$ cat config.mk
export PLATFORM = sky130hd
export DESIGN_NAME = incremental_line_rasterizer
export DESIGN_NICKNAME = d
export VERILOG_FILES = /design/src/rtl/core/lr_pkg.sv /design/src/rtl/core/lr_setup.sv /design/src/rtl/core/lr_stepper.sv /design/src/rtl/core/incremental_line_rasterizer.sv
export SDC_FILE = /design/constraint.sdc
export NUM_CORES = 1
export LEC_CHECK = 0
export ABC_AREA = 1
export BUFFER_PORTS_ARGS = -buffer_cell sky130_fd_sc_hd__buf_2
export CAP_MARGIN = 20
export CORE_ASPECT_RATIO = 1.5
export CORE_MARGIN = 4
export CORE_UTILIZATION = 30
export CTS_BUF_LIST = sky130_fd_sc_hd__clkbuf_4
export DETAILED_ROUTE_END_ITERATION = 10
export PLACE_DENSITY = 0.46
export SYNTH_ARGS = -nofsm -noshare
export SYNTH_HDL_FRONTEND = slang
export SYNTH_HIERARCHICAL = 1
export SYNTH_SLANG_ARGS = --single-unit
$ cat constraint.sdc
create_clock -name aclk -period 6.3 [get_ports aclk]
set_input_delay 1.26 -clock aclk [delete_from_list [all_inputs] [get_ports aclk]]
set_output_delay 1.26 -clock aclk [all_outputs]
set_load 0.02 [all_outputs]
$ cat src/rtl/core/lr_pkg.sv
package lr_pkg;

    localparam int COORD_BITS_DEF = 10;

    typedef enum logic {
        OP_START = 1'b0,
        OP_STEP  = 1'b1
    } lr_op_t;

endpackage

$ cat src/rtl/core/lr_setup.sv
module lr_setup #(
    parameter int COORD_BITS = lr_pkg::COORD_BITS_DEF
) (
    input  logic [COORD_BITS-1:0] x_start,
    input  logic [COORD_BITS-1:0] y_start,
    input  logic [COORD_BITS-1:0] x_end,
    input  logic [COORD_BITS-1:0] y_end,
    output logic                  major_is_x,
    output logic [COORD_BITS-1:0] major_first,
    output logic [COORD_BITS-1:0] major_last,
    output logic [COORD_BITS-1:0] minor_first,
    output logic [COORD_BITS-1:0] minor_delta,
    output logic                  minor_descending,
    output logic [COORD_BITS-1:0] major_delta
);
    import lr_pkg::*;

    logic [COORD_BITS-1:0] dx;
    logic [COORD_BITS-1:0] dy;
    logic [COORD_BITS-1:0] a0;
    logic [COORD_BITS-1:0] a1;
    logic [COORD_BITS-1:0] b0;
    logic [COORD_BITS-1:0] b1;

    assign dx = (x_start >= x_end) ? (x_start - x_end) : (x_end - x_start);
    assign dy = (y_start >= y_end) ? (y_start - y_end) : (y_end - y_start);
    assign major_is_x = (dx >= dy);

    always_comb begin
        if (major_is_x) begin
            a0 = x_start;
            a1 = x_end;
            b0 = y_start;
            b1 = y_end;
        end else begin
            a0 = y_start;
            a1 = y_end;
            b0 = x_start;
            b1 = x_end;
        end
    end

    // walk from the lower major coordinate; on a tie take the second endpoint
    always_comb begin
        if (a1 > a0) begin
            major_first      = a0;
            major_last       = a1;
            minor_first      = b0;
            minor_descending = (b1 < b0);
        end else begin
            major_first      = a1;
            major_last       = a0;
            minor_first      = b1;
            minor_descending = (b0 < b1);
        end
    end

    assign major_delta = major_last - major_first;
    assign minor_delta = major_is_x ? dy : dx;

endmodule

$ cat src/rtl/core/lr_stepper.sv
module lr_stepper #(
    parameter int COORD_BITS = lr_pkg::COORD_BITS_DEF
) (
    input  logic                  aclk,
    input  logic                  aresetn,
    input  logic                  fire,
    input  lr_pkg::lr_op_t        opcode,
    input  logic [COORD_BITS-1:0] x_start,
    input  logic [COORD_BITS-1:0] y_start,
    input  logic [COORD_BITS-1:0] x_end,
    input  logic [COORD_BITS-1:0] y_end,
    output logic                  res_valid,
    output logic [COORD_BITS-1:0] pixel_x,
    output logic [COORD_BITS-1:0] pixel_y,
    output logic                  last_pixel
);
    import lr_pkg::*;

    localparam int REM_BITS = COORD_BITS + 1;

    logic                  line_active_reg, line_active_next;
    logic                  major_is_x_reg, major_is_x_next;
    logic [COORD_BITS-1:0] major_position_reg, major_position_next;
    logic [COORD_BITS-1:0] major_limit_reg, major_limit_next;
    logic [COORD_BITS-1:0] minor_whole_reg, minor_whole_next;
    logic [REM_BITS-1:0]   minor_remainder_reg, minor_remainder_next;
    logic [COORD_BITS-1:0] minor_delta_reg, minor_delta_next;
    logic                  minor_descending_reg, minor_descending_next;
    logic [COORD_BITS-1:0] major_delta_reg, major_delta_next;

    logic                  su_major_is_x;
    logic [COORD_BITS-1:0] su_major_first;
    logic [COORD_BITS-1:0] su_major_last;
    logic [COORD_BITS-1:0] su_minor_first;
    logic [COORD_BITS-1:0] su_minor_delta;
    logic                  su_minor_descending;
    logic [COORD_BITS-1:0] su_major_delta;

    logic                  at_last;
    logic                  round_up;
    logic [COORD_BITS-1:0] rounded;
    logic [REM_BITS-1:0]   minor_delta_ext;
    logic [REM_BITS-1:0]   major_delta_ext;
    logic [REM_BITS-1:0]   asc_sum;

    lr_setup #(
        .COORD_BITS(COORD_BITS)
    ) u_setup (
        .x_start          (x_start),
        .y_start          (y_start),
        .x_end            (x_end),
        .y_end            (y_end),
        .major_is_x       (su_major_is_x),
        .major_first      (su_major_first),
        .major_last       (su_major_last),
        .minor_first      (su_minor_first),
        .minor_delta      (su_minor_delta),
        .minor_descending (su_minor_descending),
        .major_delta      (su_major_delta)
    );

    assign minor_delta_ext = {1'b0, minor_delta_reg};
    assign major_delta_ext = {1'b0, major_delta_reg};
    assign asc_sum         = minor_remainder_reg + minor_delta_ext;

    assign at_last  = (major_position_reg == major_limit_reg);
    assign round_up = (major_delta_reg != '0) &&
                      ({minor_remainder_reg, 1'b0} >= {1'b0, major_delta_ext});
    assign rounded  = round_up ? (minor_whole_reg + 1'b1) : minor_whole_reg;

    assign res_valid  = (opcode == OP_STEP) && line_active_reg;
    assign pixel_x    = major_is_x_reg ? major_position_reg : rounded;
    assign pixel_y    = major_is_x_reg ? rounded : major_position_reg;
    assign last_pixel = at_last;

    always_comb begin
        line_active_next      = line_active_reg;
        major_is_x_next       = major_is_x_reg;
        major_position_next   = major_position_reg;
        major_limit_next      = major_limit_reg;
        minor_whole_next      = minor_whole_reg;
        minor_remainder_next  = minor_remainder_reg;
        minor_delta_next      = minor_delta_reg;
        minor_descending_next = minor_descending_reg;
        major_delta_next      = major_delta_reg;
        if (fire) begin
            case (opcode)
                OP_START: begin
                    line_active_next      = 1'b1;
                    major_is_x_next       = su_major_is_x;
                    major_position_next   = su_major_first;
                    major_limit_next      = su_major_last;
                    minor_whole_next      = su_minor_first;
                    minor_remainder_next  = '0;
                    minor_delta_next      = su_minor_delta;
                    minor_descending_next = su_minor_descending;
                    major_delta_next      = su_major_delta;
                end
                OP_STEP: begin
                    if (line_active_reg) begin
                        if (at_last) begin
                            line_active_next = 1'b0;
                        end else begin
                            major_position_next = major_position_reg + 1'b1;
                            if (!minor_descending_reg) begin
                                if (asc_sum >= major_delta_ext) begin
                                    minor_remainder_next = asc_sum - major_delta_ext;
                                    minor_whole_next     = minor_whole_reg + 1'b1;
                                end else begin
                                    minor_remainder_next = asc_sum;
                                end
                            end else begin
                                if (minor_remainder_reg >= minor_delta_ext) begin
                                    minor_remainder_next = minor_remainder_reg - minor_delta_ext;
                                end else begin
                                    // borrow one whole unit from the minor coordinate
                                    minor_remainder_next = minor_remainder_reg
                                                         + major_delta_ext - minor_delta_ext;
                                    minor_whole_next     = minor_whole_reg - 1'b1;
                                end
                            end
                        end
                    end
                end
                default: begin
                    line_active_next = line_active_reg;
                end
            endcase
        end
    end

    always_ff @(posedge aclk) begin
        if (!aresetn) begin
            line_active_reg <= 1'b0;
        end else begin
            line_active_reg <= line_active_next;
        end
    end

    always_ff @(posedge aclk) begin
        if (!aresetn) begin
            major_is_x_reg       <= 1'b0;
            major_position_reg   <= '0;
            major_limit_reg      <= '0;
            minor_whole_reg      <= '0;
            minor_remainder_reg  <= '0;
            minor_delta_reg      <= '0;
            minor_descending_reg <= 1'b0;
            major_delta_reg      <= '0;
        end else begin
            major_is_x_reg       <= major_is_x_next;
            major_position_reg   <= major_position_next;
            major_limit_reg      <= major_limit_next;
            minor_whole_reg      <= minor_whole_next;
            minor_remainder_reg  <= minor_remainder_next;
            minor_delta_reg      <= minor_delta_next;
            minor_descending_reg <= minor_descending_next;
            major_delta_reg      <= major_delta_next;
        end
    end

    a_rem_below_delta: assert property (@(posedge aclk) disable iff (!aresetn)
        (line_active_reg && (major_delta_reg != '0)) |->
            (minor_remainder_reg < major_delta_ext))
        else $error("minor remainder reached major delta");

    a_minor_not_major: assert property (@(posedge aclk) disable iff (!aresetn)
        line_active_reg |-> (minor_delta_reg <= major_delta_reg))
        else $error("minor delta exceeds major delta");

    a_position_in_range: assert property (@(posedge aclk) disable iff (!aresetn)
        line_active_reg |-> (major_position_reg <= major_limit_reg))
        else $error("major position passed the limit");

    a_last_ends_line: assert property (@(posedge aclk) disable iff (!aresetn)
        (fire && res_valid && at_last) |=> !line_active_reg)
        else $error("line still active after last pixel");

endmodule

$ cat src/rtl/core/incremental_line_rasterizer.sv
// An input transfer lands in the input register; when the output register has
// room, its pixel, if it yields one, moves into the output register, which drives
// m_tvalid. Throughput: one item per cycle while m_tready holds, set by the
// error-term update that feeds the line state back into itself.
// Reset (aresetn low, synchronous): no line active, both registers empty.
module incremental_line_rasterizer #(
    parameter int COORD_BITS = lr_pkg::COORD_BITS_DEF
) (
    input  logic                                  aclk,
    input  logic                                  aresetn,
    input  logic                                  s_tvalid,
    output logic                                  s_tready,
    // x_start, y_start, x_end, y_end from bit 0 up, zero padded
    input  logic [((4*COORD_BITS+7)/8)*8-1:0]     s_tdata,
    // opcode
    input  logic [0:0]                            s_tuser,
    output logic                                  m_tvalid,
    input  logic                                  m_tready,
    // pixel_x, pixel_y from bit 0 up, zero padded
    output logic [((2*COORD_BITS+7)/8)*8-1:0]     m_tdata,
    output logic                                  m_tlast
);
    import lr_pkg::*;

    localparam int S_DATA_W = ((4*COORD_BITS+7)/8)*8;
    localparam int M_DATA_W = ((2*COORD_BITS+7)/8)*8;
    localparam int M_PAD_W  = M_DATA_W - 2*COORD_BITS;

    logic                  in_valid_reg;
    lr_op_t                in_op_reg;
    logic [S_DATA_W-1:0]   in_data_reg;

    logic                  out_valid_reg;
    logic [COORD_BITS-1:0] out_x_reg;
    logic [COORD_BITS-1:0] out_y_reg;
    logic                  out_last_reg;

    logic                  advance;
    logic                  res_valid;
    logic [COORD_BITS-1:0] res_x;
    logic [COORD_BITS-1:0] res_y;
    logic                  res_last;

    // item in the input register moves on when the output register has room
    assign advance  = in_valid_reg && (!out_valid_reg || m_tready);
    assign s_tready = !in_valid_reg || advance;

    always_ff @(posedge aclk) begin
        if (!aresetn) begin
            in_valid_reg <= 1'b0;
        end else if (s_tvalid && s_tready) begin
            in_valid_reg <= 1'b1;
        end else if (advance) begin
            in_valid_reg <= 1'b0;
        end
    end

    always_ff @(posedge aclk) begin
        if (s_tvalid && s_tready) begin
            in_op_reg   <= lr_op_t'(s_tuser[0]);
            in_data_reg <= s_tdata;
        end
    end

    lr_stepper #(
        .COORD_BITS(COORD_BITS)
    ) u_stepper (
        .aclk       (aclk),
        .aresetn    (aresetn),
        .fire       (advance),
        .opcode     (in_op_reg),
        .x_start    (in_data_reg[0*COORD_BITS +: COORD_BITS]),
        .y_start    (in_data_reg[1*COORD_BITS +: COORD_BITS]),
        .x_end      (in_data_reg[2*COORD_BITS +: COORD_BITS]),
        .y_end      (in_data_reg[3*COORD_BITS +: COORD_BITS]),
        .res_valid  (res_valid),
        .pixel_x    (res_x),
        .pixel_y    (res_y),
        .last_pixel (res_last)
    );

    always_ff @(posedge aclk) begin
        if (!aresetn) begin
            out_valid_reg <= 1'b0;
        end else if (advance && res_valid) begin
            out_valid_reg <= 1'b1;
        end else if (m_tready) begin
            out_valid_reg <= 1'b0;
        end
    end

    always_ff @(posedge aclk) begin
        if (advance && res_valid) begin
            out_x_reg    <= res_x;
            out_y_reg    <= res_y;
            out_last_reg <= res_last;
        end
    end

    assign m_tvalid = out_valid_reg;
    assign m_tlast  = out_last_reg;

    generate
        if (M_PAD_W > 0) begin : g_pad
            assign m_tdata = {{M_PAD_W{1'b0}}, out_y_reg, out_x_reg};
        end else begin : g_nopad
            assign m_tdata = {out_y_reg, out_x_reg};
        end
    endgenerate

endmodule

==> Yosys cells after proc, flatten, opt, wreduce, memory -nomap -nowiden <==
Index checks and enable logic that the tools add are counted.
{ "word_totals": {"ff_bits": 128, "output_inout_bits": 27, "word_cells": 95} }
{ "classes": {"n_mux": 36, "reduce_logical": 15, "order_cmp": 9, "n_addsub": 13, "n_bitwise": 1, "eq_ne": 5} }
{ "ops": {"columns": ["operator", "count"], "rows": [
  ["2-to-1 mux 10 bit", 20],
  ["2-to-1 mux 11 bit", 5],
  ["subtractor 10 bit", 5],
  ["one-hot mux 10 bit (2 select lines)", 2],
  ["subtractor 11 x 10 -> 11 bit", 3],
  [">= comparator 10 bit", 3],
  ["adder 11 x 10 -> 11 bit", 2],
  [">= comparator 11 x 10 -> 1 bit", 2],
  ["one-hot mux 11 bit (2 select lines)", 1],
  ["adder 10 x 1 -> 10 bit (second input constant)", 2],
  ["less-than comparator 10 bit", 2],
  [">= comparator 12 x 10 -> 1 bit", 1],
  ["equality test 10 bit", 1],
  ["> comparator 10 bit", 1],
  ["nonzero test 10 bit", 1],
  ["subtractor 10 x 1 -> 10 bit (second input constant)", 1],
  ["2-to-1 mux 1 bit", 7],
  ["logical AND 1 bit", 5],
  ["AND reduction 5 bit", 1],
  ["nonzero test 2 bit", 2],
  ["inequality test 3 x 1 -> 1 bit (second input constant)", 1],
  ["inequality test 3 bit (second input constant)", 1],
  ["AND reduction 3 bit", 1],
  ["zero test 1 bit", 2],
  ["6 further kinds", 7]
]} }

==> Depth between registers and ports, before layout <==
{ "logic_depth": {"word_depth": 7, "depth_mapped": 50, "depth_no_buf": 47} }

==> Hierarchy <==
The synthesis kept the hierarchy.
{ "by_module_without_submodules": {"columns": ["mod", "instances", "cells_each", "area_each_um2"], "rows": [
  ["lr_stepper", 1, 1079, 6730.2],
  ["lr_setup", 1, 645, 3779.9],
  ["incremental_line_rasterizer", 1, 84, 2003.2]
]} }

==> Worst setup path before layout <==
OpenSTA, ideal clock, no wires.
{ "synth_path": {"path_type": "register to register", "startpoint": "register in_data_reg[23]", "endpoint": "register u_stepper.major_delta_reg[8]", "n_path_buf": 6, "t_arrival_ps": 6456, "setup_slack_ps": -285, "stages_incl_launch_ff": 48, "cell_sequence": "edfxtp_1 > ha_1 > clkbuf_1 > nand3_1 > nand3_1 > nand2_1 > nand2_1 > nor2_1 > o21ai_0 > a21oi_1 > o21bai_1 > clkbuf_1 > nor2_1 > a21oi_1 > o31ai_1 > xor2_1 > inv_1 > ha_1 > [12 not listed] > nor2_1 > nor2_2 > nand2_4 > nand2_4 > buf_8 > nand2_1 > o21a_4 > nand2_4 > ha_1 > a21o_1 > nand2_1 > nand2_2 > nand2_1 > nand2_1 > nand2_1 > nand2_1 > o21ai_0 > a21oi_1"} }
{ "synth_between": {"elab_chain_len": 7, "word_cells_on_any_way": 11} }
{ "synth_lines": {"columns": ["item", "line_no", "text"], "rows": [
  ["start, declared", "incremental_line_rasterizer.sv:31", "logic [S_DATA_W-1:0] in_data_reg;"],
  ["start signal, assigned", "incremental_line_rasterizer.sv:61", "in_data_reg <= s_tdata;"],
  ["subtractor 10 bit or >= comparator 10 bit (tied branches)", "lr_setup.sv:25", "assign dx = (x_start >= x_end) ? (x_start - x_end) : (x_end - x_start);"],
  ["2-to-1 mux 10 bit", "lr_setup.sv:25", null],
  [">= comparator 10 bit", "lr_setup.sv:27", "assign major_is_x = (dx >= dy);"],
  ["2-to-1 mux 10 bit", "lr_setup.sv:30", "if (major_is_x) begin"],
  ["> comparator 10 bit", "lr_setup.sv:45", "if (a1 > a0) begin"],
  ["2-to-1 mux 10 bit", "lr_setup.sv:45", null],
  ["subtractor 10 bit *", "lr_setup.sv:58", "assign major_delta = major_last - major_first;"],
  ["named net u_stepper.su_major_delta[8]", "lr_stepper.sv:37", "logic [COORD_BITS-1:0] su_major_delta;"],
  ["end signal, assigned", "lr_stepper.sv:158", "major_delta_reg <= major_delta_next;"],
  ["end, declared", "lr_stepper.sv:29", "logic [COORD_BITS-1:0] major_delta_reg, major_delta_next;"]
]} }
The timed path passes the listed nets; every way through them passes the cells marked *.
A chain may end at the register's enable or synchronous reset.

==> Worst setup path in the final report <==
{ "layout_path": {"startpoint": "register in_data_reg[0]", "endpoint": "register u_stepper.major_delta_reg[7]"} }
{ "layout_between": {"elab_chain_len": 7, "word_cells_on_any_way": 11} }
{ "layout_lines": {"columns": ["item", "line_no", "text"], "rows": [
  ["subtractor 10 bit or >= comparator 10 bit (tied branches)", "lr_setup.sv:25", null],
  ["2-to-1 mux 10 bit *", "lr_setup.sv:25", null],
  [">= comparator 10 bit *", "lr_setup.sv:27", null],
  ["named net u_stepper.su_major_is_x", "lr_stepper.sv:31", "logic su_major_is_x;"],
  ["2-to-1 mux 10 bit", "lr_setup.sv:30", null],
  ["> comparator 10 bit", "lr_setup.sv:45", null],
  ["2-to-1 mux 10 bit", "lr_setup.sv:45", null],
  ["subtractor 10 bit *", "lr_setup.sv:58", null],
  ["named net u_stepper.su_major_delta[7]", "lr_stepper.sv:37", null]
]} }
Marked as above.

==> impl_results.md <==
* Vias at 12.59k
* CTS max path bufs at 2
* Post-Synthesis Cells at 1808
* Vias per cell at 4.854
* Yosys top cell area share at 0.1488
* Clock-pin slew on the worst setup and hold paths at 140 ps
* Place WS at -351.3 ps
* Max FFs per register at 40
* Synth cell types at 58
* CP Data Required Time at 6770 ps
* Synth area leader: edfxtp_1
* GPL Wtd Cong at 0.9082
* Gr usage total at 0.1964
* Power per Cell Area at 445.9 mW/mm^2
* Critical path endpoint category: register
* Hold_buf cts at 0
* Final ANT Viol Nets at 0
* Final wirelength at 44800 um
* Worst hold margin at 480.6 ps
* FMAX at 162.1 MHz
* Final setup violation count at 0
* Setup CP Type: reg2reg
* Worst-margin pin slew at 966.5 ps
* Unrepaired setup endpoints after global routing: true
* Nets at 2204
* DRC at 0
* CTS root buffer: clkbuf_4
* Clk_lat worst skew at 620 ps
* Post-synth EDFFs at 62
* Most common cell in the synthesized netlist: nand2_1
* Top post-synthesis cells by count: nand2_1, inv_1, o21ai_0, nand3_1, a21oi_1
* Ratio of cells with drive above 1 in the final layout at 0.2187
* H-tree levels at 4
* Worst R2R Setup Slack at 130 ps
* Worst Path Max Fanout at 7
* Final design instance area without fill at 0.01546 mm^2
* Layout Skew at 36.69 ps
* Max rail drop VDD at 0.0002825 V
* Slowest CP cell: edfxtp_1
* Fraction of registers with async set/reset at 0
* Hold Crit Class: reg2reg
* Largest cells by area after synthesis: edfxtp_1, nand2_1, ha_1, dfxtp_1, inv_1
* Drt wl/cell at 17.27 um
* Core area at 0.04122 mm^2
* CTS tree: yes
* Vias in the first global route at 12.77k
* Mapped cell area at 0.01251 mm^2
* Fin crit period at 6170 ps
* Placed Area at 0.01446 mm^2
* Warnings from Yosys at 6
* Initial antenna violation count at 1
* Largest net degree at the start of global routing at 58
* Rel. slew slack at 0.3548
* Data arrival, critical path at 6640 ps
* TritonRoute pass-1 iters at 5
* First-pass GRT wire length at 69300 um
* CTS Buf Count at 17
* Sequential element share of the synthesized area at 0.2544
* Final Hold Viols at 0
* DR iter-0 viols at 717
* Mapped Avg Cell Area at 6.921 um^2
* Die W at 174.8 um
* CP most frequent cell: nand2_1
* Max capacitance violation total at 0
* Fin. max-slew vios at 0
* Die Y-Extent at 258.1 um
* Crit-path max cell delay at 410 ps
* Initial Util at 0.3036
* Final worst-path cycle share at 0.9794
* Fin worst setup slack at 130.0 ps
* Leak at 7.581 nW
* Clk sinks at 128
* Register bit total from synthesis at 128
* Status: finished clean
* Die area at 0.04511 mm^2
* PortBufs at 67
* CP startpoint kind: register
* I/O pin total at 72
* HPWL after DPL at 37240 um
* Row count at 91
* Synthesis-to-layout area growth at 23.59%
* Grt total ovfl at 0
* Ys flop type: dfxtp_1
[layer usage]
layer | vias up | share of wire | routed length [um] | track usage
met4 | 0 | 0.038 | 1713 | 0.07622
li1 | 6361 | - | - | -
met2 | 237 | 0.56 | 24930 | 0.3917
met1 | 5917 | 0.38 | 17070 | 0.2068
met3 | 76 | 0.024 | 1087 | 0.02226
met5 | - | 0 | 0 | 0
[cell families (layout without fill, tap and decap cells)]
| logic type | Yosys count | count (layout) | share of synthesized area |
|---|---|---|---|
| and+or+nand+nor | 781 | 781 | 0.2816 |
| xor gates and xnor gates | 61 | 61 | 0.04270 |
| buffers and inverters | 337 | 561 | 0.1119 |
| other | 1 | 5 | 0.0002997 |
| adders and majority gates | 137 | 137 | 0.1472 |
| DFF | 128 | 128 | 0.2544 |
| muxes | 5 | 5 | 0.004100 |
| AOI/OAI and AO/OA | 358 | 358 | 0.1579 |
[metrics by stage]
| stage | instances | power [mW] | TNS, ps | util |
|---|---|---|---|---|
| floorplan | 1811 | 3.806 | 0 | - |
| global placement | 2537 | 5.664 | -2613 | 0.3508 |
| detailed placement | 2537 | 5.679 | -3537 | 0.3508 |
| CTS | 2579 | 6.583 | 0 | 0.3651 |
| global route | 2594 | 7.505 | -1659 | 0.3752 |
| finish | 2594 | 6.896 | 0 | 0.3752 |
[report_power, final]
group	internal, mW	leakage (nW)	switching [mW]	total [mW]
Clock	0.246	0.159	0.375	0.621
Combinational	2.28	6.29	3.00	5.28
Sequential	0.938	1.14	0.0570	0.995
[worst max-delay path, delay by kind of cell (launching register included)]
family / cells / cell delay (ps)
AOI/OAI and AO/OA: 7 / 830
DFF: 1 / 410
muxes: 1 / 190
buffers and inverters: 12 / 1330
and+or+nand+nor: 22 / 1960
adders and majority gates: 4 / 1140
xor gates and xnor gates: 1 / 160
[worst paths after layout]
| kind | from | to | cells past startpoint |
|---|---|---|---|
| setup / recovery | in_data_reg[0] | u_stepper/major_delta_reg[7] | 47 |
| hold / removal | u_stepper/major_limit_reg[2] | u_stepper/major_limit_reg[2] | 2 |
| setup reg to reg | in_data_reg[0] | u_stepper/major_delta_reg[7] | 47 |
| hold reg to reg | u_stepper/major_limit_reg[2] | u_stepper/major_limit_reg[2] | 2 |
[area by class of cell]
| cell class | count | area, um^2 |
|---|---|---|
| tap | 558 | 698.2 |
| fill | 4488 | 25750 |
| clock inverter | 14 | 151.4 |
| sequential | 128 | 3183 |
| multi-input combinational | 1346 | 8366 |
| inverter | 272 | 1030 |
| antenna | 1 | 2.502 |
| timing repair buffer | 257 | 1899 |
| clock buffer | 18 | 135.1 |
[cells in the final DEF, fill, tap and decap left out, types with 21 or more instances in the layout]
master,netlist,routed
nand2_2,19,30
buf_4,9,173
ha_1,120,111
xor2_1,39,39
buf_2,5,68
nand3_1,125,123
edfxtp_1,62,62
nand4_1,30,30
nor2_1,119,116
nand2_1,428,411
dfxtp_1,66,66
inv_1,263,253
a21oi_1,122,115
o21ai_0,169,144
xnor2_1,22,21
[timing repair]
item | 4_1_cts | 5_1_grt
endpoints found under the hold margin | 0 | 0
resized for setup | 51 | 83
buffers inserted | 9 | 11
setup endpoints to repair | 19 | 25
pin swaps | 15 | 38
cloned | 1 | 2
Note: power is estimated with default switching activity, not from simulation.
